`config.mk`:
```
export PLATFORM = sky130hd
export DESIGN_NAME = totient_and_divisor_count
export DESIGN_NICKNAME = d
export VERILOG_FILES = /design/src/tdc_pkg.sv /design/src/totient_and_divisor_count.sv /design/src/tdc_divider.sv /design/src/tdc_cand.sv
export SDC_FILE = /design/constraint.sdc
export NUM_CORES = 1
export LEC_CHECK = 0
export ABC_AREA = 1
export BUFFER_PORTS_ARGS = -buffer_cell sky130_fd_sc_hd__buf_2
export CAP_MARGIN = 0
export CORE_ASPECT_RATIO = 2
export CORE_MARGIN = 4
export CORE_UTILIZATION = 30
export CTS_BUF_LIST = sky130_fd_sc_hd__clkbuf_2 sky130_fd_sc_hd__clkbuf_4 sky130_fd_sc_hd__clkbuf_8
export CTS_CLUSTER_DIAMETER = 50
export DETAILED_ROUTE_END_ITERATION = 8
export GPL_TIMING_DRIVEN = 1
export HOLD_SLACK_MARGIN = 0.06
export REMOVE_ABC_BUFFERS = 1
export SETUP_SLACK_MARGIN = 0.3
export SYNTH_ARGS = -nofsm -noshare
export SYNTH_HDL_FRONTEND = slang
export SYNTH_SLANG_ARGS = --single-unit
```
`constraint.sdc`:
```
create_clock -name clk -period 6.17 [get_ports clk]
set_input_delay 0.617 -clock clk [delete_from_list [all_inputs] [get_ports clk]]
set_output_delay 0.617 -clock clk [all_outputs]
set_load 0.02 [all_outputs]
```
`src/tdc_pkg.sv`:
```
//------------------------------------------------------------------------------
// tdc_pkg
// Shared types and constants for the totient and divisor count block.
//------------------------------------------------------------------------------
package tdc_pkg;

	localparam int unsigned DCOUNT_BITS = 11;

	typedef struct packed {
		logic done;
		logic rem_zero;
	} tdc_div_stat_t;

	typedef struct packed {
		logic init;
		logic step;
	} tdc_cand_ctrl_t;

endpackage

```
`src/totient_and_divisor_count.sv`:
```
//------------------------------------------------------------------------------
// totient_and_divisor_count
// Euler totient, divisor count and their combined value by trial division.
//------------------------------------------------------------------------------
// One transaction in gives one transaction out: totient phi(n), divisor count
// d(n) and n - phi(n) - d(n) + 1 (all zero for an input of zero). Items are
// handled one at a time; the input is accepted again as soon as the result
// has gone to the output register. Each trial division runs on a single
// bit-serial divider, and an item takes one division for every candidate
// 2, 3, 5, 7, ... up to the square root of the remaining cofactor, plus, for
// each prime factor found, one more division for every time it divides out
// and one of the totient, and one division for a cofactor left over at the
// end. The worst case is a prime near 2^VALUE_BITS: about 23000 divisions at
// the default.
module totient_and_divisor_count
	import tdc_pkg::*;
#(
	parameter int unsigned VALUE_BITS = 31
) (
	input  logic                                         clk,
	input  logic                                         arst_n,
	input  logic                                         s_tvalid,
	output logic                                         s_tready,
	// value_in
	input  logic [((VALUE_BITS+7)/8)*8-1:0]              s_tdata,
	output logic                                         m_tvalid,
	input  logic                                         m_tready,
	// totient, divisor_count, combined
	output logic [((2*VALUE_BITS+DCOUNT_BITS+7)/8)*8-1:0] m_tdata
);

	localparam int unsigned OUT_W     = ((2*VALUE_BITS+DCOUNT_BITS+7)/8)*8;
	localparam int unsigned CAND_BITS = (VALUE_BITS + 1) / 2 + 1;
	localparam int unsigned EXP_BITS  = $clog2(VALUE_BITS + 1);
	// The divisor count never exceeds twice the square root of the input.
	localparam int unsigned CNT_W     = (CAND_BITS > DCOUNT_BITS) ? CAND_BITS : DCOUNT_BITS;

	typedef enum logic [2:0] {
		S_IDLE,
		S_TEST,
		S_DREST,
		S_DTOT,
		S_TAIL,
		S_DTAIL,
		S_COMB
	} state_t;

	state_t                 state_q;
	logic [VALUE_BITS-1:0]  n_q;
	logic [VALUE_BITS-1:0]  rest_q;
	logic [VALUE_BITS-1:0]  tot_q;
	logic [CNT_W-1:0]       cnt_q;
	logic [EXP_BITS-1:0]    exp_q;
	logic                   zero_q;
	logic [VALUE_BITS-1:0]  out_tot_q;
	logic [DCOUNT_BITS-1:0] out_dc_q;
	logic [VALUE_BITS-1:0]  out_comb_q;
	logic                   m_tvalid_q;

	logic                   div_start;
	logic [VALUE_BITS-1:0]  div_dividend;
	logic [VALUE_BITS-1:0]  div_divisor;
	logic [VALUE_BITS-1:0]  div_quo;
	tdc_div_stat_t          div_stat;

	tdc_cand_ctrl_t         cand_ctrl;
	logic [CAND_BITS-1:0]   cand;
	logic [CAND_BITS-1:0]   cand_next;
	logic [VALUE_BITS:0]    sq;
	logic [VALUE_BITS:0]    sq_next;

	logic                   in_xfer;
	logic                   out_free;
	logic [CNT_W-1:0]       exp_inc;
	logic [VALUE_BITS-1:0]  comb_val;

	assign in_xfer  = s_tvalid && s_tready;
	assign out_free = !m_tvalid_q || m_tready;
	assign exp_inc  = CNT_W'(exp_q) + CNT_W'(1);
	assign comb_val = n_q + VALUE_BITS'(1) - tot_q - VALUE_BITS'(cnt_q);

	always_comb begin
		div_start      = 1'b0;
		div_dividend   = rest_q;
		div_divisor    = VALUE_BITS'(cand);
		cand_ctrl.init = in_xfer;
		cand_ctrl.step = 1'b0;
		unique case (state_q)
			S_TEST: begin
				div_start = !zero_q && ({1'b0, rest_q} >= sq);
			end
			S_DREST: begin
				if (div_stat.done) begin
					if (div_stat.rem_zero) begin
						div_start = 1'b1;
						if (exp_q == '0) begin
							div_dividend = tot_q;
						end else begin
							div_dividend = div_quo;
						end
					end else begin
						cand_ctrl.step = 1'b1;
						div_divisor    = VALUE_BITS'(cand_next);
						div_start      = ({1'b0, rest_q} >= sq_next);
					end
				end
			end
			S_DTOT: begin
				div_start = div_stat.done;
			end
			S_TAIL: begin
				div_start    = (rest_q > VALUE_BITS'(1));
				div_dividend = tot_q;
				div_divisor  = rest_q;
			end
			default: begin
			end
		endcase
	end

	always_ff @(posedge clk or negedge arst_n) begin
		if (!arst_n) begin
			state_q    <= S_IDLE;
			m_tvalid_q <= 1'b0;
		end else begin
			if (state_q == S_COMB && out_free) begin
				m_tvalid_q <= 1'b1;
			end else if (m_tvalid_q && m_tready) begin
				m_tvalid_q <= 1'b0;
			end
			unique case (state_q)
				S_IDLE: begin
					if (in_xfer) begin
						state_q <= S_TEST;
					end
				end
				S_TEST: begin
					if (zero_q) begin
						state_q <= S_COMB;
					end else if (div_start) begin
						state_q <= S_DREST;
					end else begin
						state_q <= S_TAIL;
					end
				end
				S_DREST: begin
					if (div_stat.done) begin
						if (div_stat.rem_zero) begin
							if (exp_q == '0) begin
								state_q <= S_DTOT;
							end
						end else if (!div_start) begin
							state_q <= S_TAIL;
						end
					end
				end
				S_DTOT: begin
					if (div_stat.done) begin
						state_q <= S_DREST;
					end
				end
				S_TAIL: begin
					state_q <= div_start ? S_DTAIL : S_COMB;
				end
				S_DTAIL: begin
					if (div_stat.done) begin
						state_q <= S_COMB;
					end
				end
				S_COMB: begin
					if (out_free) begin
						state_q <= S_IDLE;
					end
				end
				default: begin
					state_q <= S_IDLE;
				end
			endcase
		end
	end

	always_ff @(posedge clk) begin
		if (in_xfer) begin
			n_q    <= s_tdata[VALUE_BITS-1:0];
			rest_q <= s_tdata[VALUE_BITS-1:0];
			tot_q  <= s_tdata[VALUE_BITS-1:0];
			zero_q <= (s_tdata[VALUE_BITS-1:0] == '0);
			cnt_q  <= CNT_W'(1);
			exp_q  <= '0;
		end
		if (state_q == S_DREST && div_stat.done) begin
			if (div_stat.rem_zero) begin
				rest_q <= div_quo;
				exp_q  <= exp_q + EXP_BITS'(1);
			end else begin
				if (exp_q != '0) begin
					cnt_q <= CNT_W'(cnt_q * exp_inc);
				end
				exp_q <= '0;
			end
		end
		if ((state_q == S_DTOT || state_q == S_DTAIL) && div_stat.done) begin
			tot_q <= tot_q - div_quo;
		end
		if (state_q == S_TAIL && div_start) begin
			cnt_q <= {cnt_q[CNT_W-2:0], 1'b0};
		end
		if (state_q == S_COMB && out_free) begin
			out_tot_q  <= zero_q ? '0 : tot_q;
			out_dc_q   <= zero_q ? '0 : cnt_q[DCOUNT_BITS-1:0];
			out_comb_q <= zero_q ? '0 : comb_val;
		end
	end

	tdc_divider #(
		.VALUE_BITS (VALUE_BITS)
	) u_divider (
		.clk      (clk),
		.arst_n   (arst_n),
		.start    (div_start),
		.dividend (div_dividend),
		.divisor  (div_divisor),
		.quotient (div_quo),
		.stat     (div_stat)
	);

	tdc_cand #(
		.VALUE_BITS (VALUE_BITS),
		.CAND_BITS  (CAND_BITS)
	) u_cand (
		.clk       (clk),
		.ctrl      (cand_ctrl),
		.cand      (cand),
		.cand_next (cand_next),
		.sq        (sq),
		.sq_next   (sq_next)
	);

	assign s_tready = (state_q == S_IDLE);
	assign m_tvalid = m_tvalid_q;
	assign m_tdata  = OUT_W'({out_comb_q, out_dc_q, out_tot_q});

endmodule

```
`src/tdc_divider.sv`:
```
//------------------------------------------------------------------------------
// tdc_divider
// Bit-serial restoring divider: one quotient bit per cycle.
//------------------------------------------------------------------------------
module tdc_divider
	import tdc_pkg::*;
#(
	parameter int unsigned VALUE_BITS = 31
) (
	input  logic                  clk,
	input  logic                  arst_n,
	input  logic                  start,
	input  logic [VALUE_BITS-1:0] dividend,
	input  logic [VALUE_BITS-1:0] divisor,
	output logic [VALUE_BITS-1:0] quotient,
	output tdc_div_stat_t         stat
);

	localparam int unsigned CNT_BITS = $clog2(VALUE_BITS + 1);

	logic [VALUE_BITS-1:0] rem_q;
	logic [VALUE_BITS-1:0] quo_q;
	logic [VALUE_BITS-1:0] dvs_q;
	logic [CNT_BITS-1:0]   cnt_q;
	logic                  busy_q;
	logic                  done_q;
	logic [VALUE_BITS:0]   shifted;
	logic [VALUE_BITS:0]   diff;

	assign shifted = {rem_q, quo_q[VALUE_BITS-1]};
	assign diff    = shifted - {1'b0, dvs_q};

	always_ff @(posedge clk or negedge arst_n) begin
		if (!arst_n) begin
			busy_q <= 1'b0;
			done_q <= 1'b0;
			cnt_q  <= '0;
		end else begin
			done_q <= 1'b0;
			if (start) begin
				busy_q <= 1'b1;
				cnt_q  <= CNT_BITS'(VALUE_BITS);
			end else if (busy_q) begin
				cnt_q <= cnt_q - CNT_BITS'(1);
				if (cnt_q == CNT_BITS'(1)) begin
					busy_q <= 1'b0;
					done_q <= 1'b1;
				end
			end
		end
	end

	always_ff @(posedge clk) begin
		if (start) begin
			rem_q <= '0;
			quo_q <= dividend;
			dvs_q <= divisor;
		end else if (busy_q) begin
			if (!diff[VALUE_BITS]) begin
				rem_q <= diff[VALUE_BITS-1:0];
				quo_q <= {quo_q[VALUE_BITS-2:0], 1'b1};
			end else begin
				rem_q <= shifted[VALUE_BITS-1:0];
				quo_q <= {quo_q[VALUE_BITS-2:0], 1'b0};
			end
		end
	end

	assign quotient      = quo_q;
	assign stat.done     = done_q;
	assign stat.rem_zero = (rem_q == '0);

endmodule

```
`src/tdc_cand.sv`:
```
//------------------------------------------------------------------------------
// tdc_cand
// Trial divisor stepper: holds the candidate and its square, 2 then odd values.
//------------------------------------------------------------------------------
module tdc_cand
	import tdc_pkg::*;
#(
	parameter int unsigned VALUE_BITS = 31,
	parameter int unsigned CAND_BITS  = (VALUE_BITS + 1) / 2 + 1
) (
	input  logic                 clk,
	input  tdc_cand_ctrl_t       ctrl,
	output logic [CAND_BITS-1:0] cand,
	output logic [CAND_BITS-1:0] cand_next,
	output logic [VALUE_BITS:0]  sq,
	output logic [VALUE_BITS:0]  sq_next
);

	logic [CAND_BITS-1:0] cand_q;
	logic [VALUE_BITS:0]  sq_q;
	logic                 is_two;

	assign is_two    = (cand_q == CAND_BITS'(2));
	assign cand_next = is_two ? CAND_BITS'(3) : cand_q + CAND_BITS'(2);
	assign sq_next   = is_two ? (VALUE_BITS+1)'(9)
	                 : sq_q + (VALUE_BITS+1)'({cand_q, 2'b00}) + (VALUE_BITS+1)'(4);

	always_ff @(posedge clk) begin
		if (ctrl.init) begin
			cand_q <= CAND_BITS'(2);
			sq_q   <= (VALUE_BITS+1)'(4);
		end else if (ctrl.step) begin
			cand_q <= cand_next;
			sq_q   <= sq_next;
		end
	end

	assign cand = cand_q;
	assign sq   = sq_q;

endmodule

```
==> Word level (Yosys, flattened, before mapping) <==
Cells that the tools add are included.
{ "op_classes": {"add_sub_neg": 11, "magnitude_cmp": 3, "mul": 1, "eq_ne": 16, "reduce_logical": 22, "muxes": 54} }
{ "ops": {"columns": ["op", "count"], "rows": [
  ["31-bit 2-to-1 mux", 11],
  ["17-bit 2-to-1 mux", 8],
  ["31-bit one-hot mux with 2 select lines", 2],
  ["31-bit by 32-bit greater-or-equal comparator with 1-bit output", 2],
  ["31-bit zero test", 2],
  ["31-bit subtractor", 2],
  ["32-bit by 19-bit adder with 32-bit output", 1],
  ["32-bit by 3-bit adder with 32-bit output (second input constant)", 1],
  ["32-bit 2-to-1 mux", 1],
  ["32-bit by 31-bit subtractor with 32-bit output", 1],
  ["31-bit by 1-bit adder with 31-bit output (second input constant)", 1],
  ["31-bit by 1-bit greater-than comparator with 1-bit output (second input constant)", 1],
  ["31-bit by 17-bit subtractor with 31-bit output", 1],
  ["3-bit 2-to-1 mux", 10],
  ["5-bit 2-to-1 mux", 5],
  ["3-bit one-hot mux with 7 select lines", 1],
  ["17-bit by 2-bit adder with 17-bit output (second input constant)", 1],
  ["17-bit by 2-bit == test with 1-bit output (second input constant)", 1],
  ["17-bit by 6-bit multiplier with 17-bit output", 1],
  ["1-bit 2-to-1 mux", 14],
  ["3-bit == test (second input constant)", 3],
  ["2-bit by 1-bit inequality test with 1-bit output (second input constant)", 4],
  ["2-bit nonzero test", 4],
  ["1-bit logical AND", 7],
  ["other kinds (18)", 22]
]} }
{ "totals": {"elab_cells": 127, "output_inout_bits": 82, "ff_bits": 342, "input_bits": 36} }

==> Depth between registers and ports, before layout <==
Gate-level depths: netlist of run 1.
{ "logic_depth": {"depth_word": 11, "mapped_depth": 36, "depth_no_buf": 35} }

==> Modules after synthesis <==
A second synthesis of run 1 with hierarchy kept.
{ "hier_totals": {"cells_unflattened": 4067, "area_unflattened_um2": 28944.0} }
{ "by_module_without_submodules": {"columns": ["module", "area_per_inst_um2", "cells_per_inst", "n_inst", "seq_area_each_um2"], "rows": [
  ["totient_and_divisor_count", 17742.0, 2330, 1, 5295.1],
  ["tdc_divider", 6675.2, 998, 1, 2657.5],
  ["tdc_cand", 4526.8, 739, 1, 980.9]
]} }

==> Worst setup path before layout of run 1 <==
OpenSTA, ideal clock, no wires.
{ "synth_timing": {"kind": "register -> register", "start": "reg exp_q[0]", "end": "reg cnt_q[15]", "path_stages_with_launch": 25, "period_less_slack_ps": 4814, "path_slack_ps": 1356, "setup_time_ps": 126, "path_buffers": 4, "arrival_ps": 4687, "t_required_ps": 6044, "cell_sequence": "edfxtp_1 -> buf_2 -> inv_1 -> clkbuf_1 -> ha_1 -> clkbuf_1 -> clkbuf_1 -> nand2_1 -> fa_1 -> inv_1 -> fa_1 -> fa_1 -> ha_1 -> a21oi_1 -> nand2_1 -> a21oi_1 -> o21ai_0 -> nand2_1 -> nand2_1 -> a21oi_1 -> a21boi_0 -> o21ai_0 -> o21ai_0 -> o21ai_0 -> o21ai_0"} }
{ "synth_via": {"elab_chain_cells": 6, "word_cells_on_any_way": 7, "cone_classes": "add/sub: 1; mul: 1; mux: 4; reduce/logical: 1"} }
{ "synth_rtl": {"columns": ["item", "line_no", "text"], "rows": [
  ["start: declaration", "totient_and_divisor_count.sv:53", "logic [EXP_BITS-1:0] exp_q;"],
  ["start signal: assignment", "totient_and_divisor_count.sv:194", "exp_q <= exp_q + EXP_BITS'(1);"],
  ["5-bit by 1-bit adder with 6-bit output", "totient_and_divisor_count.sv:79", "assign exp_inc = CNT_W'(exp_q) + CNT_W'(1);"],
  ["named net exp_inc[0]", "totient_and_divisor_count.sv:74", "logic [CNT_W-1:0] exp_inc;"],
  ["17-bit by 6-bit multiplier with 17-bit output", "totient_and_divisor_count.sv:197", "cnt_q <= CNT_W'(cnt_q * exp_inc);"],
  ["17-bit 2-to-1 mux", "totient_and_divisor_count.sv:196", "if (exp_q != '0) begin"],
  ["17-bit 2-to-1 mux", "totient_and_divisor_count.sv:192", "if (div_stat.rem_zero) begin"],
  ["17-bit 2-to-1 mux", "totient_and_divisor_count.sv:191", "if (state_q == S_DREST && div_stat.done) begin"],
  ["17-bit 2-to-1 mux", "totient_and_divisor_count.sv:205", "if (state_q == S_TAIL && div_start) begin"],
  ["end signal: assignment", "totient_and_divisor_count.sv:197", null],
  ["end signal: assignment", "totient_and_divisor_count.sv:206", "cnt_q <= {cnt_q[CNT_W-2:0], 1'b0};"],
  ["end: declaration", "totient_and_divisor_count.sv:52", "logic [CNT_W-1:0] cnt_q;"]
]} }
The timed path passes the listed nets, and every way through them passes these cells.
A chain may end at the register's enable or synchronous reset.

==> Worst setup path in the final report of run 1 <==
{ "layout_timing": {"start": "reg exp_q[0]", "end": "reg cnt_q[16]"} }
{ "layout_via": {"elab_chain_cells": 6, "word_cells_on_any_way": 7, "cone_classes": "add/sub: 1; mul: 1; mux: 4; reduce/logical: 1"} }
{ "layout_rtl": {"columns": ["item", "line_no"], "rows": [
  ["5-bit by 1-bit adder with 6-bit output", "totient_and_divisor_count.sv:79"],
  ["17-bit by 6-bit multiplier with 17-bit output", "totient_and_divisor_count.sv:197"],
  ["17-bit 2-to-1 mux (*)", "totient_and_divisor_count.sv:196"],
  ["17-bit 2-to-1 mux (*)", "totient_and_divisor_count.sv:192"],
  ["17-bit 2-to-1 mux (*)", "totient_and_divisor_count.sv:191"],
  ["17-bit 2-to-1 mux (*)", "totient_and_divisor_count.sv:205"]
]} }
Mark *: on every way between the ends. The rest lies on a longest branch, timed or not.

==> results of run 1 <==
synth_stat cells (all sizes together):
library cell	instances	area, µm²
dfxtp	128	2562
and2	1	6.260
xnor2	30	262.8
nand2	645	2455
o2111ai	1	8.760
a221oi	6	52.55
fa	69	1381
xor2	47	411.6
or2	15	93.84
o21a	9	67.56
a31oi	47	375.4
nor3	33	170.2
a211oi	5	42.54
clkbuf	66	249.0
a32oi	3	26.28
a22oi	2	15.01
o31ai	6	45.04
o221ai	3	26.28
o22ai	2	12.51
a21o	14	105.1
nor3b	1	7.510
ha	254	3178
edfxtp	203	6096
a21boi	12	90.08
nor4	32	212.7
and3	2	12.51
conb	1	3.750
o211ai	39	297.8
dfrtp	11	275.3
nand4	27	168.9
o221a	2	22.52
buf	30	226.5
nand3	94	480.5
inv	485	1820
nand3b	4	30.03
a21oi	263	1331
o311ai	2	17.52
o211a	2	20.02
nor2	242	948.4
clkinv	6	22.52
o21ai	288	1494
o21bai	7	52.55
cell type report:
| class | count | area, µm² | share of cell area |
|---|---|---|---|
| repair buffers | 143 | 878.3 | 0.03142 |
| inverters | 491 | 1847 | 0.06607 |
| multi-input cells | 2216 | 13970 | 0.4999 |
| clock buffers | 64 | 818.3 | 0.02927 |
| well taps | 1064 | 1331 | 0.04763 |
| clock inverters | 24 | 156.4 | 0.005595 |
| diodes | 6 | 15.01 | 0.0005372 |
| flip-flops and latches | 342 | 8934 | 0.3196 |
critical path, cell delays in order, from the launching register on:
cell and delay, ns:
edfxtp_1 0.57, ha_1 0.25, nand2_1 0.07, nor2_1 0.09, nand2_1 0.05, nand2_1 0.24, clkinvlp_4 0.28, nand2_1 0.14
fa_1 0.45, fa_1 0.53, fa_1 0.54, inv_1 0.04, ha_1 0.35, nand3_1 0.09, nand2_1 0.12, a21oi_1 0.12
o21bai_1 0.20, nand2_1 0.07, nand2_1 0.06, a21oi_1 0.07, o21ai_0 0.35, nand2_1 0.09, nand2_1 0.17, nand2_1 0.09
a21o_1 0.16, nand3_1 0.06, a22oi_1 0.06
power breakdown:
group          switching [mW]  leakage (nW)  internal [mW]  total, mW
clock network           0.963         0.512          0.915       1.88
logic                    6.38          9.08           3.49       9.87
registers               0.648          3.10           3.40       4.05
total                    7.99          12.7           7.81       15.8
per-stage QoR:
stage               utilization  power [mW]  hold slack (ns)
floorplan                     -       10.95           0.3214
global placement         0.3227       13.79           0.4539
detailed placement       0.3227       13.93           0.4608
CTS                      0.3345       15.89           0.1609
global route             0.3345       17.29           0.1958
finish                   0.3347       15.79           0.2009
what timing repair did:
| item | CTS | global route |
|---|---|---|
| gates resized for setup | 0 | 1 |
| hold buffers | 1 | 0 |
| hold endpoints to repair | 11 | 0 |
| setup endpoints to repair | 0 | 1 |
state kept, by name, summed over array words and instances, names as in the netlist, 11 cells and up:
| name | count |
|---|---|
| u_divider.quotient | 31 |
| out_tot_q | 31 |
| cnt_q | 17 |
| out_comb_q | 31 |
| u_cand.cand | 17 |
| u_divider.dvs_q | 31 |
| out_dc_q | 11 |
| u_divider.rem_q | 31 |
| n_q | 31 |
| u_cand.sq | 32 |
| tot_q | 31 |
| rest_q | 31 |
layout by cell type, fill, tap and decap left out, drive strengths merged, types with 9 or more instances in the layout:
cell,synthesis,routed
o21a,9,9
o21ai,288,288
nor4,32,32
dfrtp,11,11
a31oi,47,47
clkinv,6,24
clkbuf,66,64
nand2,645,645
buf,30,142
a21o,14,14
ha,254,254
xnor2,30,30
inv,485,485
or2,15,15
nand3,94,94
a21boi,12,12
nor3,33,33
nor2,242,242
nand4,27,27
o211ai,39,39
fa,69,69
edfxtp,203,203
xor2,47,47
dfxtp,128,128
a21oi,263,263
kinds of logic after synthesis:
kind of cell / count (synthesis) / synth area share
flip-flops: 342 / 0.3548
buffers and inverters: 587 / 0.09208
adder cells (fa/ha/maj): 323 / 0.1811
AND/OR/NAND/NOR: 1096 / 0.1821
other: 1 / 0.0001489
XOR/XNOR: 77 / 0.02679
AO/OA/AOI/OAI: 713 / 0.1629
final timing paths:
| kind | slack (ns) | endpoint | depth (start not counted) | from |
|---|---|---|---|---|
| setup / recovery | 0.71 | cnt_q[16]$_DFF_P_ | 26 | exp_q[0]$_SDFFCE_PN0P_ |
| hold / removal | 0.20 | m_tvalid$_DFFE_PN0P_ | 2 | m_tready |
| setup reg to reg | 0.71 | cnt_q[16]$_DFF_P_ | 26 | exp_q[0]$_SDFFCE_PN0P_ |
| hold reg to reg | 0.47 | u_cand.sq[2]$_SDFFE_PP1P_ | 2 | u_cand.sq[2]$_SDFFE_PP1P_ |
| max in group asynchronous | 5.57 | u_divider.cnt_q[1]$_DFFE_PN0P_ | 2 | arst_n |
| min in group asynchronous | 0.39 | m_tvalid$_DFFE_PN0P_ | 2 | arst_n |
per-layer routing:
layer / vias up / track usage
li1: 10710 / -
met1: 10180 / 0.1487
met2: 479 / 0.3453
met3: 247 / 0.02491
met4: 6 / 0.1392
met5: - / 0
==> key figures, run 1 <==
Worst setup path
  – Crit path launch type: flip-flop
  – CP Data Required Time: 6.68 ns
  – Crit Path Class: flip-flop to flip-flop
  – Crit path DAT: 5.97 ns
  – Crit. End Element: flip-flop
  – Crit-path max FO: 10

Logic synthesis
  – Synthesized netlist cell count: 3139
  – Synth unique cells: 62
  – Register area share after synthesis: 0.3548
  – FF+latch count, synth: 342
  – Mean Syn Cell Area: 8.021 µm²
  – Synth Cell Area: 25180 µm²
  – Ys Warns: 0

Placement
  – Port buffer count: 109
  – Area after DPL: between 20000 and 30000 µm²
  – DP HPWL: roughly 64000 µm
  – Placed cell count: between 4000 and 5000
  – Placement Setup Slack: 0.6365 ns
  – Gpl congestion: around 0.99

Clock tree
  – Max Buffers Root-to-Sink: 3
  – Htree depth: 2
  – Clock sink count: 342
  – Num CTS Buffers: 47
  – Post CTS Setup Buffer Count: 0
  – Clock-pin transition on the worst setup and hold timing paths: around 0.070 ns
  – CTS tree: yes
  – Clock latency on the worst-skew pair: ~0.65 ns
  – Root Buffer Master: clkbuf_8

Floorplan
  – Site row count: 150
  – Die height: 417.7 µm
  – Starting density of the core: 0.3015
  – # IOs: ~120
  – Die width: 212.9 µm
  – Core area: approximately 84000 µm²
  – Die area: 88910 µm²

STA
  – Final hold violation count: 0
  – Worst Tran Pin Value: 1.111 ns
  – Crit share post-route: 0.8851
  – Clock period minus worst slack: 5.461 ns
  – Relative max-transition margin: 0.2528
  – RSZ-0062 raised after global routing: false
  – Final Worst Setup Slack: around 0.7 ns
  – Setup_tns: 0 ns
  – Final setup fails: 0
  – Peak Freq: between 150 and 200 MHz
  – Max-slew violations: 0
  – Setup Skew: around 0.045 ns

Detailed routing
  – DRT Wirelength: 78350 µm
  – ANT nets after route: 0
  – Met3 wire length: 2934 µm
  – Top Metal Used: met5
  – Initial DRC count: 1188
  – M1 wire length: 24450 µm
  – Met2 wire length: between 40000 and 50000 µm
  – Pre-antenna DRT Iters: 7
  – Vias/cell: 4.970
  – DRC viols: 0
  – Wire per inst: 18.01 µm
  – Via count: 21620

Pwr
  – Peak supply drop: 0.2017 mV
  – Power per cell area: 565.0 nW/µm²
  – Leak: 12.69 nW

GRT
  – Largest net degree at the start of global routing: 79
  – Initial antenna violation count: 9
  – First-pass GRT wire length: 119700 µm
  – Vias in the first global route: 22220
  – Global route overflow: 0
  – Global Route Usage Sum: 0.1743

Outcome
  – Status: finished, final reports clean

Layout
  – Final Non-Filler Cells: 4350
  – Nets: 3600
  – Synth-to-layout area growth: 11.02%
  – Fraction of layout cells with a size suffix above 1: 0.09116
  – Fillers: about 9000
  – Post-route cell area: 27950 µm²

Job
  – Max capacitance violation total: 0

Hold path
  – Hold Path Class: input port to flip-flop
Note: power is estimated with default switching activity, not from simulation.
==> run 2: changes to the inputs <==
--- a/config.mk
+++ b/config.mk
@@ -8,6 +8,8 @@
 export ABC_AREA = 1
 export BUFFER_PORTS_ARGS = -buffer_cell sky130_fd_sc_hd__buf_2
 export CAP_MARGIN = 0
+export CELL_PAD_IN_SITES_DETAIL_PLACEMENT = 1
+export CELL_PAD_IN_SITES_GLOBAL_PLACEMENT = 1
 export CORE_ASPECT_RATIO = 2
 export CORE_MARGIN = 4
 export CORE_UTILIZATION = 30
@@ -16,6 +18,7 @@
 export DETAILED_ROUTE_END_ITERATION = 8
 export GPL_TIMING_DRIVEN = 1
 export HOLD_SLACK_MARGIN = 0.06
+export PLACE_DENSITY_LB_ADDON = 0.1
 export REMOVE_ABC_BUFFERS = 1
 export SETUP_SLACK_MARGIN = 0.3
 export SYNTH_ARGS = -nofsm -noshare
==> key figures, run 2 (synthesized netlist as in run 1, its figures left out) <==
STA
  – Peak Freq: 183.9 MHz (+0.45%)
  – Crit share post-route: 0.8811 (-0.003995)
  – Setup_tns: 0 ns (unchanged)
  – RSZ-0062 raised after global routing: false
  – Worst Tran Pin Value: 1.164 ns (+0.05380 ns)
  – Clock period minus worst slack: 5.437 ns (-0.02465 ns)
  – Max-slew violations: 0 (unchanged)
  – Final setup fails: 0 (unchanged)
  – Setup Skew: 0.03117 ns (-0.01380 ns)
  – Relative max-transition margin: 0.2229 (-0.02989)
  – Final hold violation count: 0 (unchanged)

Layout
  – Final Non-Filler Cells: 4367 (+0.39%)
  – Nets: 3613 (+0.36%)
  – Max reg flops: 32 (unchanged)
  – Most common cell after layout, fill and taps aside: nand2_1
  – Synth-to-layout area growth: 12.23%
  – Most frequent cells in the layout: 639 x nand2_1, 480 x inv_1, 259 x a21oi_1
  – Fraction of layout cells with a size suffix above 1: 0.09606 (+0.004902)

Floorplan
  – # IOs: 118 (unchanged)
  – Die area: 88910 µm² (unchanged)
  – Core area: 83520 µm² (unchanged)
  – Die height: 417.7 µm (unchanged)
  – Starting density of the core: 0.3015 (unchanged)
  – Die width: 212.9 µm (unchanged)
  – Site row count: 150 (unchanged)

Detailed routing
  – Wire per inst: 20.39 µm (+13%)
  – Vias/cell: 5.000 (+0.62%)
  – Via count: 21840 (+1.0%)
  – DRT Wirelength: 89040 µm (+14%)
  – DRC viols: 0 (unchanged)
  – Initial DRC count: 892 (-25%)
  – Pre-antenna DRT Iters: 4 (-3)
  – ANT nets after route: 0 (unchanged)

Placement
  – Placed cell count: 4255 (unchanged)
  – DP HPWL: 72120 µm (+13%)
  – Port buffer count: 109 (unchanged)
  – Gpl congestion: 0.8345 (-16%)

Clock tree
  – Max Buffers Root-to-Sink: 3 (unchanged)
  – Clock sink count: 342 (unchanged)
  – Htree depth: 2 (unchanged)
  – Clock latency on the worst-skew pair: 0.70 ns (+0.05 ns)
  – Num CTS Buffers: 59 (+26%)
  – Root Buffer Master: clkbuf_8
  – Clock-pin transition on the worst setup and hold timing paths: 0.07 ns (about the same)
  – CTS tree: yes

Pwr
  – Leak: 12.86 nW (+1.3%)
  – Peak supply drop: 0.2324 mV (+15%)
  – Power per cell area: 585.1 nW/µm² (+3.6%)
  – Final Total Pwr: 16.53 mW (+4.7%)

GRT
  – Global Route Usage Sum: 0.1996 (+0.02531)
  – Initial antenna violation count: 3 (-6)
  – Global route overflow: 0 (unchanged)
  – First-pass GRT wire length: 136800 µm (+14%)
  – Vias in the first global route: 23540 (+6.0%)
  – Largest net degree at the start of global routing: 67 (-15%)

Job
  – Max capacitance violation total: 0 (unchanged)

Hold path
  – Hold Path Class: input port to flip-flop

Worst setup path
  – Crit path launch type: flip-flop
  – Delay-heaviest family, CP: simple AND/OR/NAND/NOR gates
  – Crit path DAT: 5.81 ns (-0.16 ns)
  – Slowest stage delay, CP: 0.42 ns (-0.15 ns)
  – CP max-delay cell: fa_1
  – CP Data Required Time: 6.54 ns (-0.14 ns)
  – WP buf/inv: 4 (+2)
  – Crit-path max FO: 31 (+21)
  – CP dominant cell by count: nand2_1
  – Crit Path Class: flip-flop to flip-flop
  – Crit. End Element: flip-flop

Outcome
  – Status: finished, final reports clean
[run 2: changes by cell type in the layout (fill, tap and decap cells not counted), moves of 2 or more]
cell | before | now
buf_12 | 6 | 3
buf_4 | 27 | 30
bufinv_16 | 1 | 5
clkbuf_4 | 10 | 17
clkbuf_8 | 54 | 70
clkinv_2 | 12 | 3
diode_2 | 6 | 3
inv_2 | 4 | 6
[run 2: power breakdown]
group	switching [mW]	internal (mW)	leakage (nW)
clock	1.07	1.34	0.682
sequential	0.701	3.40	3.10
combinational	6.54	3.48	9.07
total	8.32	8.22	12.9
[run 2: final cells by class]
class                      count  area (µm²)
fill                       10000       55260
multi-input combinational   2216       13970
sequential                   342        8934
inverter                     491        1843
tap                         1064        1331
clock buffer                  87        1091
timing repair buffer         144       850.8
clock inverter                20       235.2
antenna                        3       7.507
[run 2: path summary, 6_finish.rpt]
| kind | depth (start not counted) | slack, ns | to | start |
|---|---|---|---|---|
| max | 28 | 0.73 | u_divider.quotient[25]$_DFFE_PP_ | u_cand.cand[1]$_SDFFE_PP1P_ |
| min | 1 | 0.17 | n_q[6]$_DFFE_PP_ | s_tdata[6] |
| max reg2reg | 28 | 0.73 | u_divider.quotient[25]$_DFFE_PP_ | u_cand.cand[1]$_SDFFE_PP1P_ |
| min reg2reg | 1 | 0.49 | u_divider.done_q$_DFF_PN0_ | u_divider.cnt_q[4]$_DFFE_PN0P_ |
| max in group asynchronous | 2 | 5.63 | u_divider.cnt_q[4]$_DFFE_PN0P_ | arst_n |
| min in group asynchronous | 2 | 0.33 | m_tvalid$_DFFE_PN0P_ | arst_n |
[run 2: repair_timing]
action / in CTS / in global routing
setup buffers: 0 / 0
hold buffers: 2 / 0
endpoints found under the hold margin: 12 / 0
setup endpoints to repair: 0 / 1
resized for setup: 0 / 1
[run 2: metal layers]
layer / vias up / track usage / part of all wire / routed length, µm
met1: 10660 / 0.1941 / 0.35 / 31190
met2: 288 / 0.4102 / 0.58 / 51330
met4: 0 / 0.08534 / 0.049 / 4369
met3: 154 / 0.02101 / 0.024 / 2151
met5: - / 0 / 0 / 0
li1: 10730 / - / - / -
[run 2: through the flow]
step	util	hold WS (ns)	setup WS (ns)	cell area, µm²
after global routing	0.3383	0.1099	0.3944	28250
after detailed placement	0.3221	0.4791	0.6034	26900
after CTS	0.3383	0.07922	0.5938	28250
final	0.3384	0.1674	0.7334	28260
after global placement	0.3221	0.4560	0.5391	26900
after floorplan	-	0.3214	-1.664	24730
==> run 3: changes to the inputs <==
--- a/config.mk
+++ b/config.mk
@@ -15,6 +15,7 @@
 export CORE_UTILIZATION = 30
 export CTS_BUF_LIST = sky130_fd_sc_hd__clkbuf_2 sky130_fd_sc_hd__clkbuf_4 sky130_fd_sc_hd__clkbuf_8
 export CTS_CLUSTER_DIAMETER = 50
+export CTS_CLUSTER_SIZE = 16
 export DETAILED_ROUTE_END_ITERATION = 8
 export GPL_TIMING_DRIVEN = 1
 export HOLD_SLACK_MARGIN = 0.06
==> constraint.sdc (replaced) <==
create_clock -name clk -period 4.96 [get_ports clk]
set_input_delay 0.496 -clock clk [delete_from_list [all_inputs] [get_ports clk]]
set_output_delay 0.496 -clock clk [all_outputs]
set_load 0.02 [all_outputs]
==> key figures, run 3 (synthesized netlist as in run 1, its figures left out) <==
Outcome
  – Status: finished, final reports clean

Detailed routing
  – Initial DRC count: 957 (+7.3%)
  – Wire per inst: 20.88 µm (+2.4%)
  – Vias/cell: 5.026 (+0.51%)
  – Pre-antenna DRT Iters: 5 (+1)
  – DRC viols: 0 (unchanged)
  – Via count: 22670 (+3.8%)
  – ANT nets after route: 0 (unchanged)
  – DRT Wirelength: 94150 µm (+5.7%)

Worst setup path
  – Worst r2r dst: u_divider.quotient[24]$_DFFE_PP_
  – CP Data Required Time: 5.31 ns (-1.23 ns)
  – Delay-heaviest family, CP: compound AO/OA/AOI/OAI gates
  – CP max-delay cell: dfxtp_2
  – Crit-path max FO: 8 (-74%)
  – Crit path DAT: 4.96 ns (-0.85 ns)
  – Crit path launch type: flip-flop
  – Source of the worst register-to-register timing path: u_cand.sq[3]$_SDFFE_PP0P_
  – R2R depth: 32 (+14%)
  – Crit Path Class: flip-flop to flip-flop
  – Critical Path Stages: 32 (+14%)
  – Crit. End Element: flip-flop
  – Slowest stage delay, CP: 0.35 ns (-0.07 ns)
  – R2r setup slk: 0.35 ns (-0.38 ns)
  – CP Capture Point: u_divider.quotient[24]$_DFFE_PP_
  – Crit path launch: u_cand.sq[3]$_SDFFE_PP0P_
  – WP buf/inv: 6 (+2)
  – CP dominant cell by count: nand2_2

STA
  – Max-slew violations: 0 (unchanged)
  – WHS: 0.1124 ns (-0.05491 ns)
  – Relative max-transition margin: 0.2435 (+0.02056)
  – Worst Tran Pin Value: 1.135 ns (-0.02956 ns)
  – RSZ-0062 raised after global routing: true
  – Setup Skew: 0.03722 ns (+0.006053 ns)
  – Clock period minus worst slack: 4.611 ns (-0.8253 ns)
  – Crit share post-route: 0.9297 (+0.04855)
  – Final hold violation count: 0 (unchanged)
  – Final setup fails: 0 (unchanged)
  – Setup_tns: 0 ns (unchanged)
  – Peak Freq: 216.9 MHz (+18%)
  – Final Worst Setup Slack: 0.3487 ns (-0.3847 ns)

Layout
  – Nets: 3774 (+4.5%)
  – Synth-to-layout area growth: 22.77%
  – Max reg flops: 32 (unchanged)
  – Fillers: 9900 (-1.0%)
  – Fraction of layout cells with a size suffix above 1: 0.1990 (+0.1029)
  – Most common cell after layout, fill and taps aside: nand2_1
  – Most frequent cells in the layout: 581 x nand2_1, 465 x inv_1, 226 x a21oi_1

Hold path
  – Hold Path Class: input port to flip-flop

Pwr
  – Part of the power in registers: 0.235 (-0.013)
  – Leak: 13.83 nW (+7.5%)
  – Switch share: 0.5101 (+0.007133)
  – Clock network power share: 0.109 (-0.037)
  – P_sw: 11.15 mW (+34%)
  – Power per cell area: 707.2 nW/µm² (+21%)
  – Peak supply drop: 0.2977 mV (+28%)
  – Internal Power: 10.71 mW (+30%)
  – Comb pwr share: 0.656 (+0.050)

Floorplan
  – Die width: 212.9 µm (unchanged)
  – Starting density of the core: 0.3015 (unchanged)
  – Core area: 83520 µm² (unchanged)
  – Die height: 417.7 µm (unchanged)
  – # IOs: 118 (unchanged)
  – Site row count: 150 (unchanged)
  – Die area: 88910 µm² (unchanged)

Placement
  – DP HPWL: 73710 µm (+2.2%)
  – Placement Setup Slack: -0.1380 ns (-0.7414 ns)
  – Port buffer count: 109 (unchanged)
  – Gpl congestion: 0.8510 (+2.0%)

GRT
  – First-pass GRT wire length: 140500 µm (+2.7%)
  – Global Route Usage Sum: 0.2046 (+0.005040)
  – Initial antenna violation count: 4 (+1)
  – Vias in the first global route: 24690 (+4.9%)
  – Global route overflow: 0 (unchanged)
  – Largest net degree at the start of global routing: 74 (+10%)

Clock tree
  – Clock-pin transition on the worst setup and hold timing paths: 0.11 ns (+0.04 ns)
  – Htree depth: 2 (unchanged)
  – Max Buffers Root-to-Sink: 3 (unchanged)
  – Num CTS Buffers: 37 (-37%)
  – Clock latency on the worst-skew pair: 0.67 ns (-0.03 ns)
  – CTS tree: yes
  – Clock sink count: 342 (unchanged)
  – Root Buffer Master: clkbuf_8

Job
  – Max capacitance violation total: 0 (unchanged)
[run 3: worst min-delay path by stage]
stage,slack [ns],end,cells past startpoint,start
after floorplan,0.20,m_tvalid$_DFFE_PN0P_,0,arst_n
after global placement,0.37,m_tvalid$_DFFE_PN0P_,1,arst_n
after detailed placement,0.38,m_tvalid$_DFFE_PN0P_,1,arst_n
after CTS,0.06,n_q[1]$_DFFE_PP_,1,s_tdata[1]
after global routing,0.08,n_q[1]$_DFFE_PP_,1,s_tdata[1]
final,0.11,n_q[1]$_DFFE_PP_,1,s_tdata[1]
[run 3: through the flow]
step           instances  total power [mW]  area [µm²]    util
2_1_floorplan       3049             13.62       24730       -
6_report            4510             21.86       30910  0.3701
3_5_place_dp        4366             18.27       27800  0.3329
4_1_cts             4468             21.25       29510  0.3533
5_1_grt             4509             23.85       30910  0.3701
3_3_place_gp        4366             17.92       27800  0.3329
[run 3: metal layers]
| layer | global-route usage | share of wire | vias up |
|---|---|---|---|
| met5 | 0 | 0.00014 | - |
| met4 | 0.09419 | 0.054 | 2 |
| met3 | 0.01868 | 0.022 | 167 |
| met2 | 0.4204 | 0.58 | 321 |
| met1 | 0.1981 | 0.35 | 11130 |
| li1 | - | - | 11050 |
[run 3: final cells by class]
type	count	area, µm²	area share
well taps	1064	1331	0.04307
clock inverters	25	355.3	0.01150
repair buffers	326	2551	0.08253
inverters	491	1863	0.06027
repair inverters	1	6.256	0.0002024
flip-flops and latches	342	8979	0.2905
diodes	3	7.507	0.0002429
clock buffers	42	565.5	0.01830
multi-input cells	2216	15250	0.4934
[run 3: power by group through the flow]
| stage | clock (mW) | sequential (mW) | combinational (mW) |
|---|---|---|---|
| after floorplan | 0 | 4.92 | 8.70 |
| after global placement | 0 | 5.13 | 12.8 |
| after detailed placement | 0 | 5.15 | 13.1 |
| after CTS | 2.52 | 5.09 | 13.6 |
| after global routing | 2.60 | 5.22 | 16.0 |
| final | 2.39 | 5.13 | 14.3 |
[run 3: repair_timing]
action,CTS,global route
hold buffers,21,0
endpoints found under the setup margin,141,144
pin swaps,41,87
cloned,2,10
hold endpoints to repair,31,0
gates resized for setup,103,255
buffers inserted,12,29
